$ cat config.mk
export PLATFORM = sky130hd
export DESIGN_NAME = modular_inverse_prime
export DESIGN_NICKNAME = d
export VERILOG_FILES = /design/src/sv/mip_pkg.sv /design/src/sv/mip_datapath.sv /design/src/sv/mip_ctrl.sv /design/src/sv/modular_inverse_prime.sv
export SDC_FILE = /design/constraint.sdc
export NUM_CORES = 1
export LEC_CHECK = 0
export BUFFER_PORTS_ARGS = -buffer_cell sky130_fd_sc_hd__buf_2
export CORE_UTILIZATION = 70
export CTS_BUF_LIST = sky130_fd_sc_hd__clkbuf_4 sky130_fd_sc_hd__clkbuf_8
export DETAILED_ROUTE_END_ITERATION = 8
export PLACE_DENSITY = 0.95
export SLEW_MARGIN = 0
export SYNTH_ARGS = -nofsm -noshare
export SYNTH_HDL_FRONTEND = slang
export SYNTH_SLANG_ARGS = --single-unit
$ cat constraint.sdc
create_clock -name clk -period 19.9 [get_ports clk]
set_input_delay 1.99 -clock clk [delete_from_list [all_inputs] [get_ports clk]]
set_output_delay 1.99 -clock clk [all_outputs]
set_load 0.01 [all_outputs]
$ cat src/sv/mip_pkg.sv
// ----------------------------------------------------------------------------
// mip_pkg: shared definitions for the modular inverse block
// Holds the prime modulus, the controller state type, the command and status
// groups between controller and datapath, and the halving helper.
// ----------------------------------------------------------------------------
`default_nettype none

package mip_pkg;

  // Operand width and the fixed prime modulus.
  localparam int unsigned DataW = 30;
  localparam logic [DataW-1:0] Modulus = 30'd998244353;

  // Controller states.
  typedef enum logic {
    ST_IDLE,
    ST_RUN
  } state_t;

  // Commands from the controller to the datapath.
  typedef struct packed {
    logic load;
    logic step;
    logic capture;
  } mip_cmd_t;

  // Status from the datapath to the controller.
  typedef struct packed {
    logic finished;
  } mip_status_t;

  // Returns (a - b) / 2 modulo the prime, for a and b below the modulus.
  // The difference is first brought into range, then made even by adding
  // the modulus when odd, so the halving is exact.
  function automatic logic [DataW-1:0] sub_half_mod(input logic [DataW-1:0] a,
                                                    input logic [DataW-1:0] b);
    logic [DataW+1:0] diff;
    logic [DataW+1:0] corr;
    logic [DataW+1:0] sum;
    logic             neg;
    logic             odd;
    diff = {2'b00, a} - {2'b00, b};
    neg  = diff[DataW+1];
    // Adding the odd modulus flips the parity of the difference.
    odd  = diff[0] ^ neg;
    if (neg && odd) begin
      corr = {2'b00, Modulus} + {2'b00, Modulus};
    end else if (neg || odd) begin
      corr = {2'b00, Modulus};
    end else begin
      corr = '0;
    end
    sum = diff + corr;
    return sum[DataW:1];
  endfunction

endpackage

`default_nettype wire

$ cat src/sv/mip_datapath.sv
// ----------------------------------------------------------------------------
// mip_datapath: binary extended GCD datapath
// Keeps the two remainders and their coefficients, performs one combined
// subtract-and-halve step per command and holds the result register.
// ----------------------------------------------------------------------------
`default_nettype none

module mip_datapath (
  input  wire logic                         clk,
  input  wire mip_pkg::mip_cmd_t            cmd,
  input  wire logic [mip_pkg::DataW-1:0]    value,
  output      mip_pkg::mip_status_t         status,
  output      logic [mip_pkg::DataW-1:0]    inverse
);

  // Remainders u, v and coefficients x1, x2 with x1*a = u and x2*a = v.
  logic [mip_pkg::DataW-1:0] u;
  logic [mip_pkg::DataW-1:0] v;
  logic [mip_pkg::DataW-1:0] x1;
  logic [mip_pkg::DataW-1:0] x2;

  logic [mip_pkg::DataW-1:0] reduced;
  logic [mip_pkg::DataW-1:0] r_big;
  logic [mip_pkg::DataW-1:0] r_small;
  logic [mip_pkg::DataW-1:0] c_big;
  logic [mip_pkg::DataW-1:0] c_small;
  logic [mip_pkg::DataW-1:0] r_new;
  logic [mip_pkg::DataW-1:0] c_new;
  logic                      to_u;
  logic [mip_pkg::DataW-1:0] result;

  // Input reduction by one conditional subtraction of the modulus.
  assign reduced = (value >= mip_pkg::Modulus) ? (value - mip_pkg::Modulus) : value;

  // Operand selection: halve an even remainder, otherwise subtract the
  // smaller odd remainder from the larger one and halve the difference.
  always_comb begin
    to_u    = 1'b1;
    r_big   = u;
    r_small = '0;
    c_big   = x1;
    c_small = '0;
    if (!u[0]) begin
      to_u = 1'b1;
    end else if (!v[0]) begin
      to_u    = 1'b0;
      r_big   = v;
      c_big   = x2;
    end else if (u >= v) begin
      to_u    = 1'b1;
      r_small = v;
      c_small = x2;
    end else begin
      to_u    = 1'b0;
      r_big   = v;
      r_small = u;
      c_big   = x2;
      c_small = x1;
    end
  end

  assign r_new = (r_big - r_small) >> 1;
  assign c_new = mip_pkg::sub_half_mod(c_big, c_small);

  // The loop ends when either remainder reaches one, or at once for zero.
  assign status.finished = (u == mip_pkg::DataW'(1)) || (v == mip_pkg::DataW'(1)) ||
                           (u == '0);

  // The coefficient paired with the remainder that reached one.
  always_comb begin
    if (u == mip_pkg::DataW'(1)) begin
      result = x1;
    end else if (v == mip_pkg::DataW'(1)) begin
      result = x2;
    end else begin
      result = '0;
    end
  end

  // Working registers.
  always_ff @(posedge clk) begin
    if (cmd.load) begin
      u  <= reduced;
      v  <= mip_pkg::Modulus;
      x1 <= mip_pkg::DataW'(1);
      x2 <= '0;
    end else if (cmd.step) begin
      if (to_u) begin
        u  <= r_new;
        x1 <= c_new;
      end else begin
        v  <= r_new;
        x2 <= c_new;
      end
    end
  end

  // Result register, stable while the next item runs.
  always_ff @(posedge clk) begin
    if (cmd.capture) begin
      inverse <= result;
    end
  end

endmodule

`default_nettype wire

$ cat src/sv/mip_ctrl.sv
// ----------------------------------------------------------------------------
// mip_ctrl: controller for the modular inverse block
// Accepts an item, steps the datapath until it reports completion, then
// captures the result and raises the strobe for one cycle.
// ----------------------------------------------------------------------------
`default_nettype none

module mip_ctrl (
  input  wire logic                 clk,
  input  wire logic                 rst,
  input  wire logic                 start,
  input  wire mip_pkg::mip_status_t status,
  output      mip_pkg::mip_cmd_t    cmd,
  output      logic                 busy,
  output      logic                 done
);

  mip_pkg::state_t state;
  mip_pkg::state_t state_next;
  logic            done_next;

  // State and strobe registers.
  always_ff @(posedge clk) begin
    if (rst) begin
      state <= mip_pkg::ST_IDLE;
      done  <= 1'b0;
    end else begin
      state <= state_next;
      done  <= done_next;
    end
  end

  // Next state and datapath commands.
  always_comb begin
    state_next  = state;
    done_next   = 1'b0;
    cmd.load    = 1'b0;
    cmd.step    = 1'b0;
    cmd.capture = 1'b0;
    unique case (state)
      mip_pkg::ST_IDLE: begin
        if (start) begin
          cmd.load   = 1'b1;
          state_next = mip_pkg::ST_RUN;
        end
      end
      mip_pkg::ST_RUN: begin
        if (status.finished) begin
          cmd.capture = 1'b1;
          done_next   = 1'b1;
          state_next  = mip_pkg::ST_IDLE;
        end else begin
          cmd.step = 1'b1;
        end
      end
      default: begin
        state_next = mip_pkg::ST_IDLE;
      end
    endcase
  end

  assign busy = (state != mip_pkg::ST_IDLE);

endmodule

`default_nettype wire

$ cat src/sv/modular_inverse_prime.sv
// ----------------------------------------------------------------------------
// modular_inverse_prime: inverse modulo the prime 998244353
// Binary extended GCD with a controller and a one-step-per-cycle datapath.
// ----------------------------------------------------------------------------
// An item is taken when start is high and busy is low; value is first reduced
// by one conditional subtraction of the modulus. The datapath then runs one
// combined subtract-and-halve step of the binary extended GCD per cycle; each
// step at least halves the product of the two remainders, so the loop ends, and
// a finishing cycle follows the last step. done pulses for one cycle with inverse
// valid in the cycle after that finishing cycle. busy is already low in the
// strobe cycle, so the next item may be started then. A zero input gives 0. The
// result must be taken in the strobe cycle; it is held until the next result.
// ----------------------------------------------------------------------------
`default_nettype none

module modular_inverse_prime (
  input  wire logic                      clk,
  input  wire logic                      rst,
  input  wire logic                      start,
  output      logic                      busy,
  input  wire logic [mip_pkg::DataW-1:0] value,
  output      logic                      done,
  output      logic [mip_pkg::DataW-1:0] inverse
);

  mip_pkg::mip_cmd_t    cmd;
  mip_pkg::mip_status_t status;

  // Controller.
  mip_ctrl u_ctrl (
    .clk    (clk),
    .rst    (rst),
    .start  (start),
    .status (status),
    .cmd    (cmd),
    .busy   (busy),
    .done   (done)
  );

  // Datapath.
  mip_datapath u_datapath (
    .clk     (clk),
    .cmd     (cmd),
    .value   (value),
    .status  (status),
    .inverse (inverse)
  );

endmodule

`default_nettype wire

; Word-level counts from Yosys, hierarchy flattened
; Cells that the tools add are included.
[totals]
reg_bits = 152
inputBits = 33
out_inout_bits = 32
elab_cells = 58
[op_classes]
addsub = 4
n_lt_le_gt_ge = 2
eq_ne = 2
n_mux = 29
bitwise = 3
n_reduce_logical = 11
[ops]
columns = op, n
row1 = two-way mux 30 bit, 19
row2 = "== test 30 x 1 -> 1 bit, second input constant", 2
row3 = adder 31 bit, 1
row4 = two-way mux 31 bit, 1
row5 = subtractor 30 x 30 -> 31 bit, 1
row6 = >= comparator 30 bit, 1
row7 = ">= comparator 30 bit, second input constant", 1
row8 = logical NOT 30 bit, 1
row9 = subtractor 30 bit, 1
row10 = "subtractor 30 bit, second input constant", 1
row11 = two-way mux 1 bit, 7
row12 = AND reduction 2 bit, 3
row13 = nonzero test 2 bit, 2
row14 = logical OR 1 bit, 3
row15 = two-way mux 2 bit, 1
row16 = NOT 1 bit, 2
row17 = case mux 1 bit (2 select lines), 1
row18 = OR reduction 2 bit, 1
row19 = logical AND 1 bit, 1
row20 = bitwise XOR 1 bit, 1

; Depth between registers and ports, before layout
[logic_depth]
ltp_word = 10
mapped_depth = 33
mapped_depth_nobuf = 30

; Hierarchy
; A second synthesis with hierarchy kept.
[unflattened]
hier_cells = 1574
hier_area_um2 = 12776.0
[modules_own_cells]
columns = module, instances, cells_per_inst, area_per_inst_um2, seq_area_each_um2
row1 = mip_datapath, 1, 1567, 12695.9, 3603.5
row2 = mip_ctrl, 1, 7, 80.1, 40.0

; Least setup slack after synthesis
; No wires, ideal clock.
[synth_timing]
path_kind = reg-to-reg
from = register u_datapath.u[0] (netlist name)
to = register u_datapath.x1[27] (netlist name)
setup_time_ns = 0.170
arrival_ns = 6.699
required_time_ns = 19.730
setup_slack_ns = 13.031
path_stages_with_launch = 32
n_path_buf = 4
synth_period_minus_slack_ns = 6.869
cell_sequence = edfxtp_1 > clkbuf_1 > inv_1 > ha_1 > nand2b_1 > a21o_1 > a21oi_1 > o211ai_1 > a21oi_1 > o21ai_1 > nand2_1 > nand2_1 > buf_1 > mux2_2 > ha_1 > buf_2 > o211ai_1 > nor4bb_1 > a2111oi_0 > a21boi_1 > o31ai_1 > a221oi_1 > o21ai_0 > nor2_1 > fa_1 > and2_1 > clkbuf_1 > nand4_1 > or2_2 > o311a_1 > nor3_1 > o32ai_1
[synth_via]
elab_chain_cells = 10
elab_cells_between_ends = 24
classes_between = add/sub: 2 / order compare: 1 / eq/ne: 1 / mux: 13 / bitwise: 1 / reduce/logical: 6
[synth_rtl]
columns = item, line_no
row1 = "start, declared", mip_datapath.sv:17  ; logic [mip_pkg::DataW-1:0] u;
row2 = "start signal, assigned", mip_datapath.sv:83  ; u <= reduced;
row3 = "start signal, assigned", mip_datapath.sv:89  ; u <= r_new;
row4 = >= comparator 30 bit, mip_datapath.sv:49  ; end else if (u >= v) begin
row5 = two-way mux 30 bit, mip_datapath.sv:49
row6 = two-way mux 30 bit, mip_datapath.sv:45  ; end else if (!v[0]) begin
row7 = two-way mux 30 bit, mip_datapath.sv:43  ; if (!u[0]) begin
row8 = subtractor 30 x 30 -> 31 bit, mip_pkg.sv:42  ; diff = {2'b00, a} - {2'b00, b};
row9 = bitwise XOR 1 bit, mip_pkg.sv:45  ; odd = diff[0] ^ neg;
row10 = logical OR 1 bit, mip_pkg.sv:48  ; end else if (neg || odd) begin
row11 = two-way mux 30 bit, mip_pkg.sv:48
row12 = two-way mux 31 bit, mip_pkg.sv:46  ; if (neg && odd) begin
row13 = adder 31 bit, mip_pkg.sv:53  ; sum = diff + corr;
row14 = "end signal, assigned", mip_datapath.sv:85  ; x1 <= mip_pkg::DataW'(1);
row15 = "end signal, assigned", mip_datapath.sv:90  ; x1 <= c_new;
row16 = "end, declared", mip_datapath.sv:19  ; logic [mip_pkg::DataW-1:0] x1;
; Several ways; a longest one is shown, not always the timed one.
; A chain may end at the register's enable or synchronous reset.

; Worst setup path after layout
[layout_timing]
from = register u_datapath.u[0] (netlist name)
to = register u_datapath.x2[24] (netlist name)
[layout_via]
elab_chain_cells = 10
elab_cells_between_ends = 25
classes_between = add/sub: 2 / order compare: 1 / eq/ne: 1 / mux: 13 / bitwise: 2 / reduce/logical: 6
[layout_rtl]
columns = item, line_no
row1 = >= comparator 30 bit, mip_datapath.sv:49
row2 = two-way mux 30 bit, mip_datapath.sv:49
row3 = two-way mux 30 bit, mip_datapath.sv:45
row4 = two-way mux 30 bit, mip_datapath.sv:43
row5 = subtractor 30 x 30 -> 31 bit, mip_pkg.sv:42
row6 = bitwise XOR 1 bit, mip_pkg.sv:45
row7 = logical OR 1 bit, mip_pkg.sv:48
row8 = two-way mux 30 bit, mip_pkg.sv:48
row9 = two-way mux 31 bit, mip_pkg.sv:46
row10 = adder 31 bit, mip_pkg.sv:53
row11 = "end signal, assigned", mip_datapath.sv:93  ; x2 <= c_new;
row12 = "end, declared", mip_datapath.sv:20  ; logic [mip_pkg::DataW-1:0] x2;
; Several ways; a longest one is shown, not always the timed one.

==> results.md <==
* Final core occ at 76.7%
* Final Cycle Share at 44.8%
* EDFF count, synth at 60
* Crit-path max FO at 55
* Io pins at 65
* Initial Util at 71.9%
* Yosys warning count at 0
* Share of cells above drive strength 1 at 14.4%
* Via density at between 6 and 7
* Status: completed
* Reg-to-reg slack, setup at 10.98 ns
* Register Area at 0.00364 sq mm
* RSZ-0062 raised after global routing: false
* Syn-to-layout area delta at 6.59%
* Resized cells post-CTS at 0
* CTS H-tree lvls at 4
* Vias in the first global route at 11600
* Headroom to the max-slew limit at 28.6%
* I/O Buffers at 64
* Reg clk slew, reported paths at roughly 0.08 ns
* Chip Height at ~140 um
* Final Skew at 0.0167 ns
* Post-synth top area share at roughly 15%
* Std-Cell Core Area at between 0.015 and 0.02 sq mm
* Reg2reg start: u_datapath.u[0]$_DFFE_PP_
* Setup crit start: u_datapath.u[0]$_DFFE_PP_
* Final setup fails at 0
* First-pass iteration count of the detailed router at 7
* Final ANT Viol Nets at 0
* Place WS at 11.28 ns
* Pin count of the biggest net entering global routing at a little over 90
* Crit path DAT at just over 9 ns
* Synthesized instance count at 1561
* Post-synth ARST share at 0%
* CTS tree: yes
* Post-synth top area cell: dfxtp_1
* CTS Sinks at 152
* Cells taking the most area after synthesis: dfxtp_1, edfxtp_1, ha_1
* Fillers at 1279
* Setup crit start kind: flop
* Antenna violations before repair at 0
* Hold Path Class: flop to flop
* Minimum clock period at around 8.9 ns
* Yosys reg bits at 152
* Final HPWL DP at about 24 mm
* Tot GR Track Use at 38.4%
* Ys flop type: dfxtp_1
* Root Buffer: clkbuf_8
* Yosys cell types at 73
* Final net count at 1708
* Sequential share of the synthesized area at 29.2%
* Setup ws final at roughly 11 ns
* Max Cap Viol at 0
* Max incr delay on CP at 0.75 ns
* Hold WS at 0.496 ns
* Final setup TNS at 0 ns
* Hold_buf cts at 0
* Hold Vio Cnt, Final at 0
* Multi-input gate area at 0.00835 sq mm
* Worst skew pair latency at 0.48 ns
* Net count after synthesis at 1695
* Worst reg2reg path depth at 28
* Die area at 0.0184 sq mm
* Initial DRC count at 1164
* WL final at roughly 34 mm
* Crit path to: u_datapath.x2[24]$_SDFFE_PP0P_
* Via count at ~12000
* Routed WL per cell at 19.0 um
* Total grt overflow at 0
* CP Data Required Time at 20.22 ns
* Reg2Reg Capture Point: u_datapath.x2[24]$_SDFFE_PP0P_
* Fmax at roughly 110 MHz
* CP endpoint kind: flop
* Synthesized cell area at 0.0125 sq mm
* WS Path Type: flop to flop
* Die W at approximately 140 um
* N_diodes at 0
* Number of setup buffers added after CTS at 0
* Row cnt at 48
* DRC Markers at 0
* Max-slew violations at 0
* Max Buffers Root-to-Sink at 2
* Routability cong. at 0.903
* Syn_area_per_cell at roughly 8 sq um
* CP max stage cell: or4_1
* CTS Buf Count at 17
* First-pass GRT wire length at 55.9 mm
* Worst Max-Slew Pin Slew at 1.07 ns
==> layer usage <==
layer  track usage [%]  wire length, um  vias to the layer above
li1                  -                -                     5676
met1              51.1            14500                     5682
met2              60.9            15500                      713
met3              7.52             3400                      110
met4              15.5              939                        0
met5                 0                0                        -
==> area by class of cell <==
class	count	share of cell area (%)
multi-input combinational	1268	62.7
sequential	152	27.4
inverter	60	1.69
clock buffer	25	2.35
clock inverter	7	0.696
tap	225	2.12
timing repair buffer	75	3.03
==> sequential cells by signal, summed over array words and instances, names as in the netlist <==
| register | count |
|---|---|
| u_datapath.v | 30 |
| u_datapath.u | 30 |
| u_ctrl.busy | 1 |
| u_ctrl.done | 1 |
| u_datapath.x2 | 30 |
| u_datapath.x1 | 30 |
| u_datapath.inverse | 30 |
==> Yosys cell counts, types with 5 or more instances <==
library cell and instances:
nand4_1 23, o21a_1 11, and3_1 10, buf_1 10, clkbuf_1 62, nor3_1 36
a21oi_1 84, mux2i_1 7, a211oi_1 8, nor2_1 75, mux2_2 85, ha_1 99
and2_1 6, or2_2 11, buf_2 7, xor2_1 55, edfxtp_1 60, nand2_1 242
xnor2_1 45, nand2b_1 13, or3_1 16, o31ai_1 8, o21ai_0 186, a311o_1 5
nor4_1 20, o211ai_1 6, nor2b_1 11, dfxtp_1 92, o21bai_1 6, a21o_1 31
inv_1 60, nand3_1 86, a31oi_1 15
==> worst min-delay path by stage <==
stage                              startpoint                        endpoint  depth (start not counted)
4_1_cts         u_datapath.v[21]$_SDFFE_PP0P_   u_datapath.v[21]$_SDFFE_PP0P_                          2
6_report        u_datapath.v[21]$_SDFFE_PP0P_   u_datapath.v[21]$_SDFFE_PP0P_                          2
5_1_grt        u_datapath.x2[20]$_SDFFE_PP0P_  u_datapath.x2[20]$_SDFFE_PP0P_                          2
3_5_place_dp    u_datapath.v[21]$_SDFFE_PP0P_   u_datapath.v[21]$_SDFFE_PP0P_                          2
3_3_place_gp    u_datapath.x2[0]$_SDFFE_PP0P_   u_datapath.x2[0]$_SDFFE_PP0P_                          2
2_1_floorplan  u_datapath.x2[25]$_SDFFE_PP0P_  u_datapath.x2[25]$_SDFFE_PP0P_                          2
==> cells by family after synthesis <==
logic type,count (synthesis),share of synthesized area [%]
DFF,152,29.2
xor gates and xnor gates,100,7.02
buffers and inverters,141,4.38
and+or+nand+nor,568,21.2
adders and majority gates,101,10.2
AOI/OAI and AO/OA,407,19.7
muxes,92,8.23
==> critical path, delay by kind of cell (launching register included) <==
family	cells	cell delay (ns)
simple gates	8	2.42
flops	1	0.49
compound gates	13	3.34
buf+inv	2	0.81
fa+ha+maj	3	0.94
mux	2	0.71
==> placed cells by master, fill, tap and decap left out, types with 4 or more instances in the layout <==
cell type	count
a211oi_1	7
a21o_1	31
a21oi_1	84
a311o_1	5
a311oi_1	4
a31o_2	4
a31oi_1	15
and2_1	5
and3_1	10
buf_2	64
buf_4	11
clkbuf_4	5
clkbuf_8	20
dfxtp_1	92
edfxtp_1	60
ha_1	99
inv_1	60
mux2_2	85
mux2i_1	7
nand2_1	241
nand2b_1	12
nand3_1	86
nand4_1	23
nor2_1	73
nor2b_1	9
nor3_1	35
nor4_1	20
o2111ai_1	4
o211ai_1	6
o21a_1	11
o21ai_0	186
o21bai_1	6
o31ai_1	8
or2_2	11
or3_1	16
or4_1	4
xnor2_1	45
xor2_1	55
==> metrics by stage <==
step	cells	area (sq um)
floorplan	1561	12500
global placement	1780	12900
detailed placement	1780	12900
CTS	1812	13300
global route	1812	13300
finish	1812	13300
Power is left out: the tool's default activity adds up to more than one toggle a clock period on the data nets, which glitch-free logic cannot reach.
